==> src/rtl/jac_pkg.sv <==
package jac_pkg;

  // Field widths
  localparam int SampleW = 12;
  localparam int LiftW   = 10;
  localparam int AxisW   = 8;
  localparam int BandW   = 7;
  localparam int CountW  = 8;

  // Configuration register indexes (word address paddr[4:2])
  localparam logic [2:0] REG_PITCH_CENTER  = 3'd0;
  localparam logic [2:0] REG_ROLL_CENTER   = 3'd1;
  localparam logic [2:0] REG_YAW_CENTER    = 3'd2;
  localparam logic [2:0] REG_DEAD_BAND     = 3'd3;
  localparam logic [2:0] REG_AXIS_LIMIT    = 3'd4;
  localparam logic [2:0] REG_YAW_GATE_LIFT = 3'd5;
  localparam logic [2:0] REG_ARM_HOLD      = 3'd6;
  localparam logic [2:0] REG_DISARM_HOLD   = 3'd7;

  // Register reset values
  localparam logic [SampleW-1:0] PITCH_CENTER_RST  = 12'd2032;
  localparam logic [SampleW-1:0] ROLL_CENTER_RST   = 12'd2019;
  localparam logic [SampleW-1:0] YAW_CENTER_RST    = 12'd2068;
  localparam logic [BandW-1:0]   DEAD_BAND_RST     = 7'd10;
  localparam logic [BandW-1:0]   AXIS_LIMIT_RST    = 7'd125;
  localparam logic [LiftW-1:0]   YAW_GATE_LIFT_RST = 10'd100;
  localparam logic [CountW-1:0]  ARM_HOLD_RST      = 8'd100;
  localparam logic [CountW-1:0]  DISARM_HOLD_RST   = 8'd15;

  // Gesture thresholds
  localparam logic [SampleW-1:0] GESTURE_LOW_LIFT = 12'd25;
  localparam logic [SampleW-1:0] ARM_X_ABOVE      = 12'd3600;
  localparam logic [SampleW-1:0] DISARM_X_BELOW   = 12'd450;
  localparam logic [CountW-1:0]  COUNT_AFTER_FIRE = 8'd160;

  // Divide by six: floor(y * 2731 / 2^14) is exact for all 12-bit y
  localparam logic [SampleW-1:0] LIFT_RECIP = 12'd2731;
  localparam int                 LiftShift  = 14;
  localparam logic [LiftW-1:0]   LIFT_MAX   = 10'd682;

  typedef enum logic [1:0] {
    CMD_NONE   = 2'd0,
    CMD_ARM    = 2'd1,
    CMD_DISARM = 2'd2
  } cmd_t;

  typedef enum logic [1:0] {
    EVT_NONE   = 2'd0,
    EVT_DISARM = 2'd1,
    EVT_ARM    = 2'd2
  } evt_t;

  typedef struct packed {
    logic [SampleW-1:0] left_x;
    logic [SampleW-1:0] left_y;
    logic [SampleW-1:0] right_x;
    logic [SampleW-1:0] right_y;
  } sample_t;

  typedef struct packed {
    logic [LiftW-1:0]        lift;
    logic signed [AxisW-1:0] pitch;
    logic signed [AxisW-1:0] roll;
    logic signed [AxisW-1:0] yaw;
    logic [1:0]              command;
    logic [1:0]              vibrate_event;
  } result_t;

  typedef struct packed {
    logic [BandW-1:0] dead_band;
    logic [BandW-1:0] axis_limit;
  } axis_cfg_t;

endpackage

==> src/rtl/jac_axis.sv <==
module jac_axis (
  input  logic [jac_pkg::SampleW-1:0]      sample,
  input  logic [jac_pkg::SampleW-1:0]      center,
  input  jac_pkg::axis_cfg_t               cfg,
  output logic signed [jac_pkg::AxisW-1:0] value
);
  import jac_pkg::*;

  logic signed [SampleW:0] diff;
  logic signed [SampleW:0] biased;
  logic signed [9:0]       scaled;
  logic signed [9:0]       band;
  logic signed [9:0]       limit;
  logic signed [9:0]       banded;
  logic signed [9:0]       clamped;

  // Offset from center, then divide by 16 rounding toward zero
  assign diff   = $signed({1'b0, sample}) - $signed({1'b0, center});
  assign biased = diff[SampleW] ? diff + 13'sd15 : diff;
  assign scaled = 10'(biased >>> 4);

  assign band  = $signed({3'b000, cfg.dead_band});
  assign limit = $signed({3'b000, cfg.axis_limit});

  // Remove dead band, then clamp symmetrically
  always_comb begin
    if (scaled >= band) begin
      banded = scaled - band;
    end else if (scaled <= -band) begin
      banded = scaled + band;
    end else begin
      banded = '0;
    end

    if (banded >= limit) begin
      clamped = limit;
    end else if (banded <= -limit) begin
      clamped = -limit;
    end else begin
      clamped = banded;
    end
  end

  assign value = clamped[AxisW-1:0];

endmodule

==> src/rtl/joystick_axis_conditioner_core.sv <==
// Joystick axis conditioner: each transfer on the sample channel carries one
// set of four 12-bit stick samples and yields exactly one result transfer with
// lift (left_y / 6), conditioned pitch, roll and yaw (centered, divided by 16,
// dead band removed, clamped; yaw is zero unless lift exceeds the yaw gate),
// the held arm/disarm command and a vibration event. The block accepts one
// sample set per clock while results drain. A sample set is captured in the
// input register and its result is loaded into the result register as soon as
// that register is free. A stalled result holds the result register; once the
// input register is also full the sample channel stalls until the result moves.
// Gesture hold counters advance once per sample set, so hold times are counted
// in sample sets. Configuration registers sit on the APB port at byte address
// 4*index; the user must write them only while no sample set is in flight, as
// the block itself does not enforce this.
module joystick_axis_conditioner_core (
  input  logic             clk,
  input  logic             rst,
  input  logic             sample_valid,
  output logic             sample_stall,
  input  jac_pkg::sample_t sample,
  output logic             result_valid,
  input  logic             result_stall,
  output jac_pkg::result_t result,
  input  logic             psel,
  input  logic             penable,
  input  logic             pwrite,
  input  logic [4:0]       paddr,
  input  logic [31:0]      pwdata,
  output logic [31:0]      prdata,
  output logic             pready
);
  import jac_pkg::*;

  // Configuration registers
  logic [SampleW-1:0] pitch_center;
  logic [SampleW-1:0] roll_center;
  logic [SampleW-1:0] yaw_center;
  logic [BandW-1:0]   dead_band;
  logic [BandW-1:0]   axis_limit;
  logic [LiftW-1:0]   yaw_gate_lift;
  logic [CountW-1:0]  arm_hold_ticks;
  logic [CountW-1:0]  disarm_hold_ticks;

  // Pipeline and gesture state
  logic              s1_valid;
  sample_t           s1;
  logic [CountW-1:0] arm_count;
  logic [CountW-1:0] disarm_count;
  cmd_t              held_command;

  logic              s1_advance;
  logic              cfg_write;
  logic [2:0]        reg_index;
  axis_cfg_t         axis_cfg;

  logic [2*SampleW-1:0]    lift_prod;
  logic [LiftW-1:0]        lift;
  logic signed [AxisW-1:0] pitch;
  logic signed [AxisW-1:0] roll;
  logic signed [AxisW-1:0] yaw_raw;
  logic signed [AxisW-1:0] yaw;

  logic              low_lift;
  logic              arm_gesture;
  logic              disarm_gesture;
  logic [CountW-1:0] arm_inc;
  logic [CountW-1:0] disarm_inc;
  logic              arm_fire;
  logic              disarm_fire;
  logic [CountW-1:0] arm_count_next;
  logic [CountW-1:0] disarm_count_next;
  cmd_t              held_command_next;
  evt_t              event_next;

  // Configuration port
  assign pready    = 1'b1;
  assign cfg_write = psel && penable && pwrite && pready;
  assign reg_index = paddr[4:2];

  always_ff @(posedge clk) begin
    if (rst) begin
      pitch_center      <= PITCH_CENTER_RST;
      roll_center       <= ROLL_CENTER_RST;
      yaw_center        <= YAW_CENTER_RST;
      dead_band         <= DEAD_BAND_RST;
      axis_limit        <= AXIS_LIMIT_RST;
      yaw_gate_lift     <= YAW_GATE_LIFT_RST;
      arm_hold_ticks    <= ARM_HOLD_RST;
      disarm_hold_ticks <= DISARM_HOLD_RST;
    end else if (cfg_write) begin
      case (reg_index)
        REG_PITCH_CENTER:  pitch_center      <= pwdata[SampleW-1:0];
        REG_ROLL_CENTER:   roll_center       <= pwdata[SampleW-1:0];
        REG_YAW_CENTER:    yaw_center        <= pwdata[SampleW-1:0];
        REG_DEAD_BAND:     dead_band         <= pwdata[BandW-1:0];
        REG_AXIS_LIMIT:    axis_limit        <= pwdata[BandW-1:0];
        REG_YAW_GATE_LIFT: yaw_gate_lift     <= pwdata[LiftW-1:0];
        REG_ARM_HOLD:      arm_hold_ticks    <= pwdata[CountW-1:0];
        REG_DISARM_HOLD:   disarm_hold_ticks <= pwdata[CountW-1:0];
        default: ;
      endcase
    end
  end

  // Register readback
  always_comb begin
    case (reg_index)
      REG_PITCH_CENTER:  prdata = 32'(pitch_center);
      REG_ROLL_CENTER:   prdata = 32'(roll_center);
      REG_YAW_CENTER:    prdata = 32'(yaw_center);
      REG_DEAD_BAND:     prdata = 32'(dead_band);
      REG_AXIS_LIMIT:    prdata = 32'(axis_limit);
      REG_YAW_GATE_LIFT: prdata = 32'(yaw_gate_lift);
      REG_ARM_HOLD:      prdata = 32'(arm_hold_ticks);
      REG_DISARM_HOLD:   prdata = 32'(disarm_hold_ticks);
      default:           prdata = '0;
    endcase
  end

  // Handshake: the input register drains whenever the result register is free
  assign s1_advance   = s1_valid && !(result_valid && result_stall);
  assign sample_stall = s1_valid && result_valid && result_stall;

  // Input register
  always_ff @(posedge clk) begin
    if (rst) begin
      s1_valid <= 1'b0;
    end else if (sample_valid && !sample_stall) begin
      s1_valid <= 1'b1;
    end else if (s1_advance) begin
      s1_valid <= 1'b0;
    end
  end

  always_ff @(posedge clk) begin
    if (sample_valid && !sample_stall) begin
      s1 <= sample;
    end
  end

  // Lift: divide by six through a reciprocal multiply
  assign lift_prod = s1.left_y * LIFT_RECIP;
  assign lift      = lift_prod[LiftShift +: LiftW];

  // Axis conditioning
  assign axis_cfg.dead_band  = dead_band;
  assign axis_cfg.axis_limit = axis_limit;

  jac_axis u_pitch (
    .sample (s1.right_y),
    .center (pitch_center),
    .cfg    (axis_cfg),
    .value  (pitch)
  );

  jac_axis u_roll (
    .sample (s1.right_x),
    .center (roll_center),
    .cfg    (axis_cfg),
    .value  (roll)
  );

  jac_axis u_yaw (
    .sample (s1.left_x),
    .center (yaw_center),
    .cfg    (axis_cfg),
    .value  (yaw_raw)
  );

  // Gate yaw on lift
  assign yaw = (lift > yaw_gate_lift) ? yaw_raw : '0;

  // Gesture detection and hold counting
  assign low_lift       = s1.left_y < GESTURE_LOW_LIFT;
  assign arm_gesture    = low_lift && (s1.left_x > ARM_X_ABOVE);
  assign disarm_gesture = low_lift && (s1.left_x < DISARM_X_BELOW);
  assign arm_inc        = arm_count + 8'd1;
  assign disarm_inc     = disarm_count + 8'd1;
  assign arm_fire       = arm_gesture && (arm_inc > arm_hold_ticks);
  assign disarm_fire    = disarm_gesture && (disarm_inc > disarm_hold_ticks);

  always_comb begin
    if (!arm_gesture) begin
      arm_count_next = '0;
    end else if (arm_fire) begin
      arm_count_next = COUNT_AFTER_FIRE;
    end else begin
      arm_count_next = arm_inc;
    end

    if (!disarm_gesture) begin
      disarm_count_next = '0;
    end else if (disarm_fire) begin
      disarm_count_next = COUNT_AFTER_FIRE;
    end else begin
      disarm_count_next = disarm_inc;
    end

    if (disarm_fire) begin
      held_command_next = CMD_DISARM;
      event_next        = EVT_DISARM;
    end else if (arm_fire) begin
      held_command_next = CMD_ARM;
      event_next        = EVT_ARM;
    end else begin
      held_command_next = held_command;
      event_next        = EVT_NONE;
    end
  end

  // Advance gesture state once per sample set
  always_ff @(posedge clk) begin
    if (rst) begin
      arm_count    <= '0;
      disarm_count <= '0;
      held_command <= CMD_NONE;
    end else if (s1_advance) begin
      arm_count    <= arm_count_next;
      disarm_count <= disarm_count_next;
      held_command <= held_command_next;
    end
  end

  // Result register
  always_ff @(posedge clk) begin
    if (rst) begin
      result_valid <= 1'b0;
    end else if (s1_advance) begin
      result_valid <= 1'b1;
    end else if (!result_stall) begin
      result_valid <= 1'b0;
    end
  end

  always_ff @(posedge clk) begin
    if (s1_advance) begin
      result.lift          <= lift;
      result.pitch         <= pitch;
      result.roll          <= roll;
      result.yaw           <= yaw;
      result.command       <= held_command_next;
      result.vibrate_event <= event_next;
    end
  end

`ifndef ASSERT_OFF
  a_lift_range: assert property (@(posedge clk) disable iff (rst)
    result_valid |-> result.lift <= LIFT_MAX)
    else $error("lift above left_y / 6 range");

  a_arm_event_cmd: assert property (@(posedge clk) disable iff (rst)
    result_valid && result.vibrate_event == EVT_ARM |-> result.command == CMD_ARM)
    else $error("arm event without armed command");

  a_disarm_event_cmd: assert property (@(posedge clk) disable iff (rst)
    result_valid && result.vibrate_event == EVT_DISARM
      |-> result.command == CMD_DISARM)
    else $error("disarm event without disarmed command");

  a_cmd_sticky: assert property (@(posedge clk) disable iff (rst)
    held_command != CMD_NONE |=> held_command != CMD_NONE)
    else $error("held command returned to none");

  a_counts_exclusive: assert property (@(posedge clk) disable iff (rst)
    !(arm_count != '0 && disarm_count != '0))
    else $error("arm and disarm counters both running");
`endif

endmodule
==> config.mk <==
export PLATFORM = sky130hd
export DESIGN_NAME = joystick_axis_conditioner_core
export DESIGN_NICKNAME = d
export VERILOG_FILES = /design/src/rtl/jac_pkg.sv /design/src/rtl/jac_axis.sv /design/src/rtl/joystick_axis_conditioner_core.sv
export SDC_FILE = /design/constraint.sdc
export NUM_CORES = 1
export LEC_CHECK = 0
export ABC_AREA = 1
export BUFFER_PORTS_ARGS = -buffer_cell sky130_fd_sc_hd__buf_2
export CELL_PAD_IN_SITES_DETAIL_PLACEMENT = 0
export CELL_PAD_IN_SITES_GLOBAL_PLACEMENT = 1
export CORE_ASPECT_RATIO = 2
export CORE_MARGIN = 2
export CORE_UTILIZATION = 41
export CTS_CLUSTER_SIZE = 28
export DETAILED_ROUTE_END_ITERATION = 6
export GPL_ROUTABILITY_DRIVEN = 0
export PLACE_DENSITY = 0.82
export SLEW_MARGIN = 30
export SYNTH_ARGS = -nofsm -noshare
export SYNTH_HDL_FRONTEND = slang
export SYNTH_SLANG_ARGS = --single-unit
==> constraint.sdc <==
create_clock -name clk -period 5.4 [get_ports clk]
set_input_delay 1.35 -clock clk [delete_from_list [all_inputs] [get_ports clk]]
set_output_delay 1.35 -clock clk [all_outputs]
set_load 0.005 [all_outputs]
# [Yosys cells after proc, flatten, opt, wreduce, memory -nomap -nowiden]
# Index checks and enable logic that the tools add are counted.
[totals] regBits=182 output_inout_bits=73 wordCells=121
[classes] add_sub_neg=16 mul=1 n_lt_le_gt_ge=18 eq_ne=8 n_mux=27 bitwise_logic=1 n_reduce_logical=24
[ops] operator="one-hot mux 32 bit (8 select lines)" count=1
[ops] operator="2-to-1 mux 10 bit" count=6
[ops] operator="2-to-1 mux 8 bit" count=7
[ops] operator="adder 13 x 5 -> 13 bit (second input constant)" count=3
[ops] operator="2-to-1 mux 13 bit" count=3
[ops] operator="subtractor 12 x 12 -> 13 bit" count=3
[ops] operator="adder 9 x 8 -> 10 bit" count=3
[ops] operator=">= comparator 10 x 8 -> 1 bit" count=3
[ops] operator="less-or-equal comparator 10 bit" count=3
[ops] operator="less-or-equal comparator 9 x 10 -> 1 bit" count=3
[ops] operator="subtractor 9 x 8 -> 10 bit" count=3
[ops] operator=">= comparator 9 x 8 -> 1 bit" count=3
[ops] operator="multiplier 12 x 12 -> 24 bit (second input constant)" count=1
[ops] operator="2-to-1 mux 7 bit" count=3
[ops] operator="negation 7 -> 10 bit" count=2
[ops] operator="adder 8 x 1 -> 8 bit (second input constant)" count=2
[ops] operator="> comparator 8 bit" count=2
[ops] operator="AND reduction 2 bit" count=8
[ops] operator="== test 3 bit (second input constant)" count=4
[ops] operator="> comparator 12 bit (second input constant)" count=1
[ops] operator="less-than comparator 12 x 5 -> 1 bit (second input constant)" count=1
[ops] operator="less-than comparator 12 x 9 -> 1 bit (second input constant)" count=1
[ops] operator="logical AND 1 bit" count=11
[ops] operator="> comparator 10 bit" count=1
[ops] operator="other kinds (10)" count=17

# [Logic depth before layout (Yosys ltp)]
# Gate-level depths: netlist of the first run.
[logic_depth] depth_word=9 ltp_mapped=47 ltp_nobuf=47

# [Cells and area by module]
# From an unflattened synthesis of the first run, not the netlist that was laid out.
[unflattened] cells_unflattened=2694 hier_area_um2=19446.2
[by_module_without_submodules] module="joystick_axis_conditioner_core" instances=1 cells_per_inst=1177 area_each_um2=10637.7 seq_area_each_um2=4504.3
[by_module_without_submodules] module="jac_axis (u_pitch)" instances=1 cells_per_inst=519 area_each_um2=3040.4 seq_area_each_um2=0.0
[by_module_without_submodules] module="jac_axis (u_roll)" instances=1 cells_per_inst=504 area_each_um2=2909.0 seq_area_each_um2=0.0
[by_module_without_submodules] module="jac_axis (u_yaw)" instances=1 cells_per_inst=494 area_each_um2=2859.0 seq_area_each_um2=0.0

# [Worst setup path before layout of the first run]
# No wires, ideal clock.
[synth_path] kind="flip-flop to flip-flop" from="register s1[36] (netlist name)" to="register result[10] (netlist name) (data pin)" setup_time_ns=0.254 arrival_time_ns=5.545 required_time_ns=5.146 setup_slack_ns=-0.399 path_stages_with_launch=44 synth_period_minus_slack_ns=5.799 path_cell_list="edfxtp_1 inv_1 ha_1 inv_1 fa_1 nand2_2 nand3_2 nand3_1 nand2_1 nand4_1 nand2_2 or3b_2 nand2_1 inv_1 ha_1 clkbuf_1 a21oi_1 o21bai_1 [... 8 more ...] nor2_1 nand2_1 o21ai_0 ha_1 a21oi_1 o21a_1 nor2_1 a211oi_1 o21ai_0 a21oi_1 nand3b_1 nand2_1 inv_1 clkbuf_1 a21oi_1 nand2_1 nand2_1 nor2_2"
[synth_between] elab_chain_cells=9
[synth_rtl] item="from (decl)" line_no="joystick_axis_conditioner_core.sv:45" rtl="sample_t s1;"
[synth_rtl] item="from (signal assigned)" line_no="joystick_axis_conditioner_core.sv:136" rtl="s1 <= sample;"
[synth_rtl] item="subtractor 12 x 12 -> 13 bit (*)" line_no="jac_axis.sv:18" rtl="assign diff = $signed({1'b0, sample}) - $signed({1'b0, center});"
[synth_rtl] item="adder 13 x 5 -> 13 bit" line_no="jac_axis.sv:19" rtl="assign biased = diff[SampleW] ? diff + 13'sd15 : diff;"
[synth_rtl] item="2-to-1 mux 13 bit (*)" line_no="jac_axis.sv:19"
[synth_rtl] item="adder 9 x 8 -> 10 bit or less-or-equal comparator 9 x 10 -> 1 bit (tied branches)" line_no="jac_axis.sv:30, jac_axis.sv:29"
[synth_rtl] item="2-to-1 mux 10 bit" line_no="jac_axis.sv:29" rtl="end else if (scaled <= -band) begin"
[synth_rtl] item="2-to-1 mux 10 bit (*)" line_no="jac_axis.sv:27" rtl="if (scaled >= band) begin"
[synth_rtl] item="less-or-equal comparator 10 bit" line_no="jac_axis.sv:37" rtl="end else if (banded <= -limit) begin"
[synth_rtl] item="2-to-1 mux 8 bit" line_no="jac_axis.sv:37"
[synth_rtl] item="2-to-1 mux 7 bit (*)" line_no="jac_axis.sv:35" rtl="if (banded >= limit) begin"
[synth_rtl] item="to (decl)" line_no="joystick_axis_conditioner_core.sv:22" rtl="output jac_pkg::result_t result,"
# Every way passes the cells marked *; elsewhere a longest branch is shown, timed or not.
# A chain may end at the register's enable or synchronous reset.

# [Final worst setup path of the first run]
[layout_path] from="register s1[27] (netlist name)" to="register result[11] (netlist name) (data pin)"
[layout_between] elab_chain_cells=4
[layout_rtl] item="multiplier 12 x 12 -> 24 bit" line_no="joystick_axis_conditioner_core.sv:141" rtl="assign lift_prod = s1.left_y * LIFT_RECIP;"
[layout_rtl] item="via lift_prod[22]" line_no="joystick_axis_conditioner_core.sv:55" rtl="logic [2*SampleW-1:0] lift_prod;"
[layout_rtl] item="> comparator 10 bit" line_no="joystick_axis_conditioner_core.sv:170" rtl="assign yaw = (lift > yaw_gate_lift) ? yaw_raw : '0;"
[layout_rtl] item="inverter 1 bit (no source line)"
[layout_rtl] item="OR reduction 2 bit (no source line)"
# The timed path passes the listed nets, and every way through them passes these cells.

==> results of run 1 <==
==> final timing paths <==
path / endpoint / cells after the start
worst max-delay path: result[11]$_SDFFCE_PP0P_ / 26
worst min-delay path: disarm_count[7]$_SDFFE_PP0P_ / 2
worst max register to register: result[11]$_SDFFCE_PP0P_ / 26
worst min register to register: disarm_count[7]$_SDFFE_PP0P_ / 2
==> critical path, delay by kind of cell, from the launching register on <==
family | cells | cell delay (ns)
XOR/XNOR | 1 | 0.10
flip-flops | 1 | 0.50
buffers and inverters | 3 | 0.26
adder cells (fa/ha/maj) | 7 | 2.90
AND/OR/NAND/NOR | 9 | 1.20
AO/OA/AOI/OAI | 6 | 0.80
==> layout make-up <==
type	count	area share (%)
well taps	540	2.819
flip-flops and latches	182	18.80
repair inverters	2	0.05743
inverters	405	6.479
repair buffers	604	17.95
multi-input cells	1581	51.26
clock inverters	13	0.6943
clock buffers	19	1.937
==> cells by family (layout without fill, tap and decap cells) <==
kind of cell | Yosys count | after routing
compound gates | 482 | 482
xor+xnor | 80 | 80
fa+ha+maj | 319 | 319
buf+inv | 454 | 1043
flops | 182 | 182
other cells | 2 | 21
simple gates | 679 | 679
==> through the flow <==
step / hold WS [ns] / util (%) / setup TNS [ns]
global route: 0.4976 / 57.55 / -16.65
detailed placement: 0.4711 / 51.39 / -14.76
global placement: 0.4667 / 51.39 / -12.47
finish: 0.4820 / 57.55 / -8.444
CTS: 0.4819 / 56.35 / -5.181
floorplan: 0.4475 / - / -1.477
==> registers in the layout, summed over array words and instances, names as in the netlist <==
| name | cells |
|---|---|
| result_valid | 1 |
| result | 38 |
| disarm_hold_ticks | 8 |
| pitch_center | 12 |
| axis_limit | 7 |
| dead_band | 7 |
| s1 | 48 |
| held_command | 2 |
| arm_count | 8 |
| yaw_center | 12 |
| disarm_count | 8 |
| roll_center | 12 |
| arm_hold_ticks | 8 |
| s1_valid | 1 |
| yaw_gate_lift | 10 |
==> what timing repair did <==
item	4_1_cts	5_1_grt
pin swaps	126	97
setup endpoints to repair	24	24
gates cloned	2	0
gates resized for setup	200	88
buffers inserted	79	13
hold endpoints to repair	0	0
==> power by group through the flow <==
stage          sequential (mW)  clock, mW  combinational (mW)
3_5_place_dp              1.69          0                3.77
2_1_floorplan             1.68          0                2.16
3_3_place_gp              1.69          0                3.62
5_1_grt                   1.66       1.40                5.02
6_report                  1.66       1.33                4.57
4_1_cts                   1.66       1.35                4.22
==> placed cells by master (no fill, tap or decap), drive strengths merged, types with 7 or more instances in the layout <==
cell type | synthesis | routed
buf | 23 | 604
inv | 401 | 410
nand2 | 358 | 358
ha | 270 | 270
a21oi | 207 | 207
o21ai | 175 | 175
nor2 | 146 | 146
dfxtp | 96 | 96
nand3 | 93 | 93
edfxtp | 86 | 86
xor2 | 60 | 60
fa | 49 | 49
nor3 | 25 | 25
nand4 | 23 | 23
o211ai | 21 | 21
conb | 2 | 21
xnor2 | 20 | 20
clkbuf | 26 | 19
o22ai | 15 | 15
o21bai | 11 | 11
a221oi | 11 | 11
nand3b | 10 | 10
a21o | 9 | 9
o21a | 9 | 9
clkinv | 4 | 9
or2 | 7 | 7
and2 | 7 | 7
o221ai | 7 | 7
==> per-layer routing <==
layer | part of all wire, % | track usage (%)
met4 | 12 | 27.02
met3 | 3.8 | 3.426
met5 | 0 | 0
met2 | 55 | 54.21
met1 | 30 | 22.61
==> impl_metrics.tcl, run 1 <==
set metrics [dict create \
    numPortBuffers 121 \
    num-nets-final 3204 \
    root_buffer "clkbuf_16" \
    switchingPower_mw 3.041 \
    synth_xor_area_share_pct 4.102 \
    clkSinkCount 182 \
    regToRegStartpoint "s1[27]$_DFFE_PP_" \
    post-route-drc-count 0 \
    switching_share_pct 40.29 \
    synth_area_per_cell_um2 7.854 \
    h-tree-depth 4 \
    synth.area.mux_share_pct 0 \
    synth_area_leaders "ha_1 (20%), edfxtp_1 (15%), dfxtp_1 (11%), inv_1 (8.6%), nand2_1 (7.2%)" \
    grt-ovfl-total 0 \
    synth_compound_area_share_pct 15.92 \
    clock.fmax_mhz 166.6 \
    hold_class "reg -> reg" \
    synthesis.area_um2 17260 \
    cap_violations 0 \
    first_iter_violations 760 \
    grt_use_total_pct 27.70 \
    drt-pass1-iter-count 5 \
    ir_drop_uv 329.0 \
    netlist_top_cells_count "inv_1 (394), nand2_1 (331), ha_1 (270)" \
    dieArea_um2 43870 \
    async_reset_ff_share_pct 0 \
    routed_wirelength_mm 60.53 \
    dp_slack_ns -0.8822 \
    pwr-share-clk_pct 17.6 \
    io_pins 165 \
    fin_ws_ns -0.6018 \
    syn2layout_area_growth_pct 38.82 \
    powerDensity_nw_per_um2 315.0 \
    die_w_um 149.1 \
    synth_top_family_by_area "adder cells" \
    crit_top_cell "fa_1" \
    crit_arrival_ns 6.23 \
    fin_crit_sh_pct 111.1 \
    dp_hpwl_mm 47.67 \
    regArea_um2 4507 \
    setup_viol 24 \
    slew_viol_final 0 \
    clock_skew_ns 0.01304 \
    yosysTopAreaCellShare_pct 19.57 \
    grt_max_degree 57 \
    initial_core_util_pct 41.46 \
    yosys.area_share.adder_pct 25.25 \
    finalInstanceArea_um2 23970 \
    cts_hold_buf 0 \
    required_ns 5.63 \
    slew_headroom_pct 39.01 \
    violations "setup timing" \
    ys_seq_elements 182 \
    ff2ff_setup_slack_ns -0.60 \
    synth_top_cell_by_area "ha_1" \
    drt-wirelength-per-cell_um 18.09 \
    synth-main-ff-cell "dfxtp_1" \
    fin_crit_ns 6.002 \
    diodes 0 \
    synth_most_common_cell "inv_1" \
    hold_start "disarm_count[7]$_SDFFE_PP0P_" \
    total_power_mw 7.549 \
    grt_pass1_vias 18440 \
    clkTransAtPathRegs_ns 0.08 \
    crit_path_end_kind "flip-flop" \
    syn_inst 2198 \
    crit_fanout 3 \
    core-area_um2 41640 \
    n_fill_cell 3704 \
    p_int_mw 4.508 \
    synth.distinct_cells 60 \
    slowest_delay_ns 0.55 \
    yosys_warnings 0 \
    clk_latency_ns 0.46 \
    synthSimpleGateAreaFrac_pct 18.13 \
    numCtsBuffers 17 \
    leakagePower_nw 11.96 \
    multi_input_area_um2 12280 \
    dp_cells 3222 \
    antenna_found_initial 0 \
    cp-startpoint "s1[27]$_DFFE_PP_" \
    cts_buffer_depth 2 \
    instances_no_fill 3346 \
    drive_gt1_share_pct 33.64 \
    die_y_um 294.2 \
    comb_power_share_pct 60.5 \
    crit_type "reg -> reg" \
    num_rows 106 \
    p_seq_share_pct 22.0 \
    grt_pass1_wl_mm 92.24 \
    status "complete, but fails checks" \
    dpl_cell_area_um2 21400 \
    start_kind "flip-flop" \
    synth_edf_count 86 \
    postRouteAntennaNets 0 \
    vias_per_cell 5.211 \
    rsz0062_at_grt "yes" \
    tightest_slew_ns 0.9116 \
    ys_seq_area_share_pct 26.09 \
    vias 17440 \
    crit_slowest_cell "fa_1" \
    cts_tree "built" \
    finalHoldViolCount 0 \
]
Power figures use the tool's default switching activity.
==> run 2, diff against run 1 <==
PLACE_DENSITY = 0.83   (was 0.82)
SYNTH_HIERARCHICAL = 1   (was unset)
==> run 2 against run 1 <==
  * The run still ends with setup timing left
  * Die area grew 12%
  * Count of clock-buffer cells in the layout shrank 2
  * Final area grew 14%
  * Synthesized cell count grew 23%
  * Critical path type unchanged
  * Worst hold slack lost 0.0036 ns
  * Synthesized area grew 13%
==> impl_metrics.tcl, run 2 <==
set metrics [dict create \
    status "complete, but fails checks" \
    violations "setup timing" \
    hold_class "reg -> reg" \
    crit_type "reg -> reg" \
    clk_latency_ns 0.47 \
    num_rows 112 \
    clkTransAtPathRegs_ns 0.08 \
    drive_gt1_share_pct 36.06 \
    required_ns 5.62 \
    die_y_um 312.0 \
    clock_skew_ns 0.01448 \
    grt_pass1_wl_mm 100.2 \
    synth-main-ff-cell "dfxtp_1" \
    yosysTopAreaCellShare_pct 17.63 \
    cts_buffer_depth 2 \
    fin_crit_sh_pct 103.5 \
    crit_slowest_cell "edfxtp_1" \
    antenna_found_initial 0 \
    dieArea_um2 49290 \
    final_util_pct 58.13 \
    dp_hpwl_mm 51.45 \
    vias 20580 \
    finalInstanceArea_um2 27210 \
    initial_core_util_pct 41.55 \
    cts_tree "built" \
    first_iter_violations 905 \
    numPortBuffers 121 \
    synth_area_per_cell_um2 7.218 \
    crit_fanout 5 \
    routed_wirelength_mm 66.97 \
    synth_most_common_cell "nand2_1" \
    grt-ovfl-total 0 \
    io_pins 165 \
    synthesis.area_um2 19450 \
    fin_crit_ns 5.590 \
    num-nets-final 3716 \
    clock.fmax_mhz 178.9 \
    vias_per_cell 5.222 \
    core-area_um2 46800 \
    instances_no_fill 3941 \
    slew_viol_final 0 \
    drt-wirelength-per-cell_um 16.99 \
    h-tree-depth 4 \
    drt-pass1-iter-count 5 \
    leakagePower_nw 13.92 \
    setup_viol 16 \
    synth.distinct_cells 65 \
    largest_reg_flops 48 \
    synth_top_cell_by_area "ha_1" \
    total_power_mw 8.389 \
    ys_seq_area_share_pct 23.16 \
    crit_top_cell "nand2_2" \
    syn_inst 2694 \
    root_buffer "clkbuf_16" \
    yosys_warnings 6 \
    cts_hold_buf 0 \
    dp_cells 3819 \
    diodes 0 \
    n_fill_cell 4191 \
    cap_violations 0 \
    grt_max_degree 67 \
    grt_use_total_pct 26.03 \
    crit_path_end_kind "flip-flop" \
    reg.largest.list "s1 x48, result x38" \
    top_register "s1" \
    synth_area_leaders "ha_1 (18%), edfxtp_1 (13%), nand2_1 (12%), dfxtp_1 (9.9%), inv_1 (8.5%)" \
    crit_arrival_ns 5.81 \
    netlist_top_cells_count "nand2_1 (636), inv_1 (439), ha_1 (274)" \
    finalHoldViolCount 0 \
    numCtsBuffers 17 \
    clkSinkCount 182 \
    layout_commonest_cell "nand2_1" \
    rsz0062_at_grt "yes" \
    slowest_delay_ns 0.39 \
    post-route-drc-count 0 \
    ir_drop_uv 428.3 \
    fin_ws_ns -0.1903 \
    grt_pass1_vias 20860 \
    postRouteAntennaNets 0 \
    start_kind "flip-flop" \
    ys_seq_elements 182 \
    synth_edf_count 86 \
    slew_headroom_pct 34.17 \
    dpl_cell_area_um2 23670 \
    syn2layout_area_growth_pct 39.92 \
    async_reset_ff_share_pct 0 \
    powerDensity_nw_per_um2 308.3 \
    tightest_slew_ns 0.9860 \
    layout_common_cells "nand2_1 (549), buf_4 (465), inv_1 (392), ha_1 (214), nor2_1 (167)" \
    die_w_um 158.0 \
]
==> run 2: repair_timing <==
action / CTS / global route
endpoints found under the setup margin: 24 / 24
pin swaps: 141 / 167
gates resized for setup: 281 / 244
cloned: 2 / 3
setup buffers: 51 / 39
==> run 2: kinds of logic after synthesis <==
kind of cell	count (synthesis)	share of synthesized area, %
other cells	2	0.03862
compound gates	365	10.94
xor+xnor	49	2.207
flops	182	23.16
simple gates	1246	30.19
buf+inv	527	10.78
fa+ha+maj	323	22.67
==> run 2: area by class of cell <==
type,instances,area (µm²),share of cell area [%]
clock inverter,15,200.2,0.7358
clock buffer,17,425.4,1.564
tap,627,784.5,2.883
inverter,477,1863,6.847
timing repair buffer,614,4420,16.25
sequential,182,4508,16.57
multi-input combinational,2008,15000,55.12
timing repair inverter,1,8.758,0.03219
==> run 2: power breakdown <==
part	internal (mW)	switching [mW]	leakage, nW
logic	2.51	2.88	12.0
registers	1.60	0.0431	1.61
clock network	0.675	0.677	0.305
total	4.78	3.60	13.9
==> run 2: worst paths after layout <==
path / startpoint / to / slack, ns / cells after the start
worst min register to register: arm_count[6]$_SDFFE_PP0P_ / arm_count[6]$_SDFFE_PP0P_ / 0.48 / 2
worst min-delay path: arm_count[6]$_SDFFE_PP0P_ / arm_count[6]$_SDFFE_PP0P_ / 0.48 / 2
worst max register to register: s1[36]$_DFFE_PP_ / result[4]$_SDFFCE_PP0P_ / -0.19 / 39
worst max-delay path: s1[36]$_DFFE_PP_ / result[4]$_SDFFCE_PP0P_ / -0.19 / 39
==> run 2: metrics by stage <==
| step | setup TNS (ns) | worst slack (ns) | hold WS (ns) |
|---|---|---|---|
| 4_1_cts | -1.087 | -0.08718 | 0.4774 |
| 5_1_grt | -9.734 | -0.5253 | 0.5130 |
| 3_5_place_dp | -12.88 | -0.6463 | 0.4657 |
| 6_report | -2.444 | -0.1903 | 0.4784 |
| 3_3_place_gp | -9.893 | -0.6054 | 0.4572 |
| 2_1_floorplan | 0 | 0.007768 | 0.4444 |
==> run 2: routing by layer <==
| layer | share of wire (%) | vias to the layer above | GRT usage (%) | wire length [µm] |
|---|---|---|---|---|
| met4 | 8.4 | 0 | 19.27 | 5624 |
| met2 | 55 | 659 | 51.78 | 37120 |
| met5 | 0 | - | 0 | 0 |
| li1 | - | 10000 | - | - |
| met1 | 32 | 9645 | 22.95 | 21500 |
| met3 | 4.1 | 277 | 2.926 | 2722 |
==> run 2: critical path: cells and delay by family (launching register included) <==
family                   cells  cell delay (ns)
AND/OR/NAND/NOR             20             2.12
buffers and inverters        9             0.92
adder cells (fa/ha/maj)      4             1.04
XOR/XNOR                     1             0.26
AO/OA/AOI/OAI                5             0.62
flip-flops                   1             0.39
==> run 3, diff against run 2 <==
--- a/config.mk
+++ b/config.mk
@@ -16,5 +16,5 @@
 export DETAILED_ROUTE_END_ITERATION = 6
 export GPL_ROUTABILITY_DRIVEN = 0
-export PLACE_DENSITY = 0.83
+export PLACE_DENSITY = 0.87
 export SLEW_MARGIN = 30
 export SYNTH_ARGS = -nofsm -noshare
==> constraint.sdc (replaced) <==
create_clock -name clk -period 5.4 [get_ports clk]
set_input_delay 1.08 -clock clk [delete_from_list [all_inputs] [get_ports clk]]
set_output_delay 1.08 -clock clk [all_outputs]
set_load 0.005 [all_outputs]
==> run 3 against run 2 <==
  * The flow still finishes with violations (setup timing)
  * Clock power barely moved
  * Utilization fell by 0.27 points
  * Final area fell by 0.46%
  * Final cell count fell by 0.25%
  * Non-clock buffer count fell by 6
  * Total power rose by 0.37%
  * Worst setup slack improved by 0.055 ns
  * First-iteration DRC count fell by 9.7%
  * Combinational power rose by 1%
  * Critical path type unchanged
  * Largest cell class unchanged
  * Largest power group unchanged
  * Highest routed layer is now met5
==> impl_metrics.tcl, run 3 (same netlist as run 2, synthesis figures left out) <==
set metrics [dict create \
    reg.largest.list "s1 x48, result x38" \
    die_y_um 312.0 \
    required_ns 5.63 \
    wl_met3_mm 2.183 \
    dp_hpwl_mm 50.73 \
    numPortBuffers 121 \
    grt_use_total_pct 26.06 \
    fin_crit_sh_pct 102.5 \
    drt-wirelength-per-cell_um 16.90 \
    hold_class "reg -> reg" \
    routed_wirelength_mm 66.43 \
    initial_core_util_pct 41.55 \
    num-nets-final 3706 \
    status "complete, but fails checks" \
    first_iter_violations 817 \
    min_path_cells 2 \
    antenna_found_initial 1 \
    layout_commonest_cell "nand2_1" \
    finalHoldViolCount 0 \
    clk_latency_ns 0.47 \
    drive_gt1_share_pct 35.90 \
    cts_tree "built" \
    fin_crit_ns 5.536 \
    cts_hold_buf 0 \
    crit_top_cell "buf_4" \
    n_fill_cell 4187 \
    clock.fmax_mhz 180.7 \
    numCtsBuffers 17 \
    whs_ns 0.4732 \
    crit_type "reg -> reg" \
    slowest_delay_ns 0.39 \
    r2r_cells 38 \
    slew_viol_final 0 \
    num_rows 112 \
    drt-pass1-iter-count 5 \
    crit_arrival_ns 5.76 \
    leakagePower_nw 13.82 \
    vias_per_cell 5.224 \
    hold_start "arm_count[6]$_SDFFE_PP0P_" \
    root_buffer "clkbuf_16" \
    post-route-drc-count 0 \
    diodes 0 \
    clkSinkCount 182 \
    crit_path_end_kind "flip-flop" \
    crit_slowest_cell "edfxtp_1" \
    met2WireLength_mm 36.36 \
    ir_drop_uv 366.3 \
    ff2ff_setup_slack_ns -0.14 \
    grt_pass1_vias 20980 \
    grt-ovfl-total 0 \
    largest_reg_flops 48 \
    setup_viol 24 \
    top_register "s1" \
    h-tree-depth 4 \
    layout_common_cells "nand2_1 (544), buf_4 (460), inv_1 (387), ha_1 (210), nand3_1 (168)" \
    die_w_um 158.0 \
    dieArea_um2 49290 \
    violations "setup timing" \
    fin_ws_ns -0.1356 \
    cts_buffer_depth 2 \
    top_layer_used "met5" \
    rsz0062_at_grt "yes" \
    powerDensity_nw_per_um2 310.9 \
    grt_pass1_wl_mm 100.7 \
    clock_skew_ns 0.01531 \
    tightest_slew_ns 0.9348 \
    core-area_um2 46800 \
    start_kind "flip-flop" \
    syn2layout_area_growth_pct 39.27 \
    clkTransAtPathRegs_ns 0.09 \
    slew_headroom_pct 37.60 \
    io_pins 165 \
    met1_length_mm 21.30 \
    crit_fanout 8 \
    postRouteAntennaNets 0 \
    reg2reg_to "result[16]$_DFFE_PP_" \
    cap_violations 0 \
    whs_endpoint "arm_count[6]$_SDFFE_PP0P_" \
    grt_max_degree 68 \
    tns_ns -2.084 \
    regToRegStartpoint "s1[12]$_DFFE_PP_" \
    vias 20540 \
]
-- run 3: through the flow --
step           std cells  worst slack [ns]  power [mW]  area, µm²  utilization [%]
3_3_place_gp        3794           -0.5078       5.718      23480            50.17
2_1_floorplan       2713          0.007768       3.980      19520                -
5_1_grt             3931           -0.4057       8.973      27080            57.86
3_5_place_dp        3794           -0.7217       5.825      23480            50.17
4_1_cts             3898          -0.09469       7.864      25890            55.31
6_report            3931           -0.1356       8.420      27080            57.86
-- run 3: where the power goes --
group	total (mW)	switching [mW]	internal [mW]	leakage [nW]
sequential	1.65	0.0471	1.60	1.60
clock	1.32	0.655	0.661	0.286
combinational	5.46	2.91	2.54	11.9
total	8.42	3.62	4.80	13.8
-- run 3: critical path: cells and delay by family (launching register included) --
family          cells  cell delay (ns)
simple gates       14             1.29
fa+ha+maj           3             0.90
compound gates      4             0.70
xor+xnor            1             0.20
buf+inv            16             1.79
flops               1             0.39
-- run 3: worst max path at each step --
| stage | start | end | slack [ns] | depth (start not counted) |
|---|---|---|---|---|
| 2_1_floorplan | s1[12]$_DFFE_PP_ | result[18]$_DFFE_PP_ | 0.008 | 36 |
| 3_3_place_gp | s1[36]$_DFFE_PP_ | result[7]$_SDFFCE_PP0P_ | -0.51 | 43 |
| 3_5_place_dp | s1[36]$_DFFE_PP_ | result[10]$_SDFFCE_PP0P_ | -0.72 | 42 |
| 4_1_cts | s1[12]$_DFFE_PP_ | result[19]$_DFFE_PP_ | -0.09 | 40 |
| 5_1_grt | s1[42]$_DFFE_PP_ | result[10]$_SDFFCE_PP0P_ | -0.41 | 40 |
| 6_report | s1[12]$_DFFE_PP_ | result[16]$_DFFE_PP_ | -0.14 | 38 |
-- run 3: what timing repair did --
| item | 4_1_cts | 5_1_grt |
|---|---|---|
| pin swaps | 139 | 178 |
| gates resized for setup | 288 | 235 |
| gates cloned | 1 | 0 |
| endpoints found under the setup margin | 24 | 24 |
| buffers inserted | 72 | 37 |
| hold endpoints to repair | 0 | 0 |
-- run 3: per-layer routing --
metal  GRT usage (%)  vias to the layer above
met2           51.13                      653
met3           2.912                      310
met4           21.33                        2
met5               0                        -
li1                -                     9963
met1           22.76                     9609
-- run 3: cell type report --
type / count / area (µm²) / share of cell area, %
well taps: 627 / 784.5 / 2.897
clock buffers: 19 / 432.9 / 1.598
repair buffers: 608 / 4372 / 16.14
repair inverters: 1 / 8.758 / 0.03234
inverters: 477 / 1848 / 6.823
clock inverters: 13 / 156.4 / 0.5775
multi-input cells: 2004 / 14970 / 55.29
flip-flops and latches: 182 / 4507 / 16.64
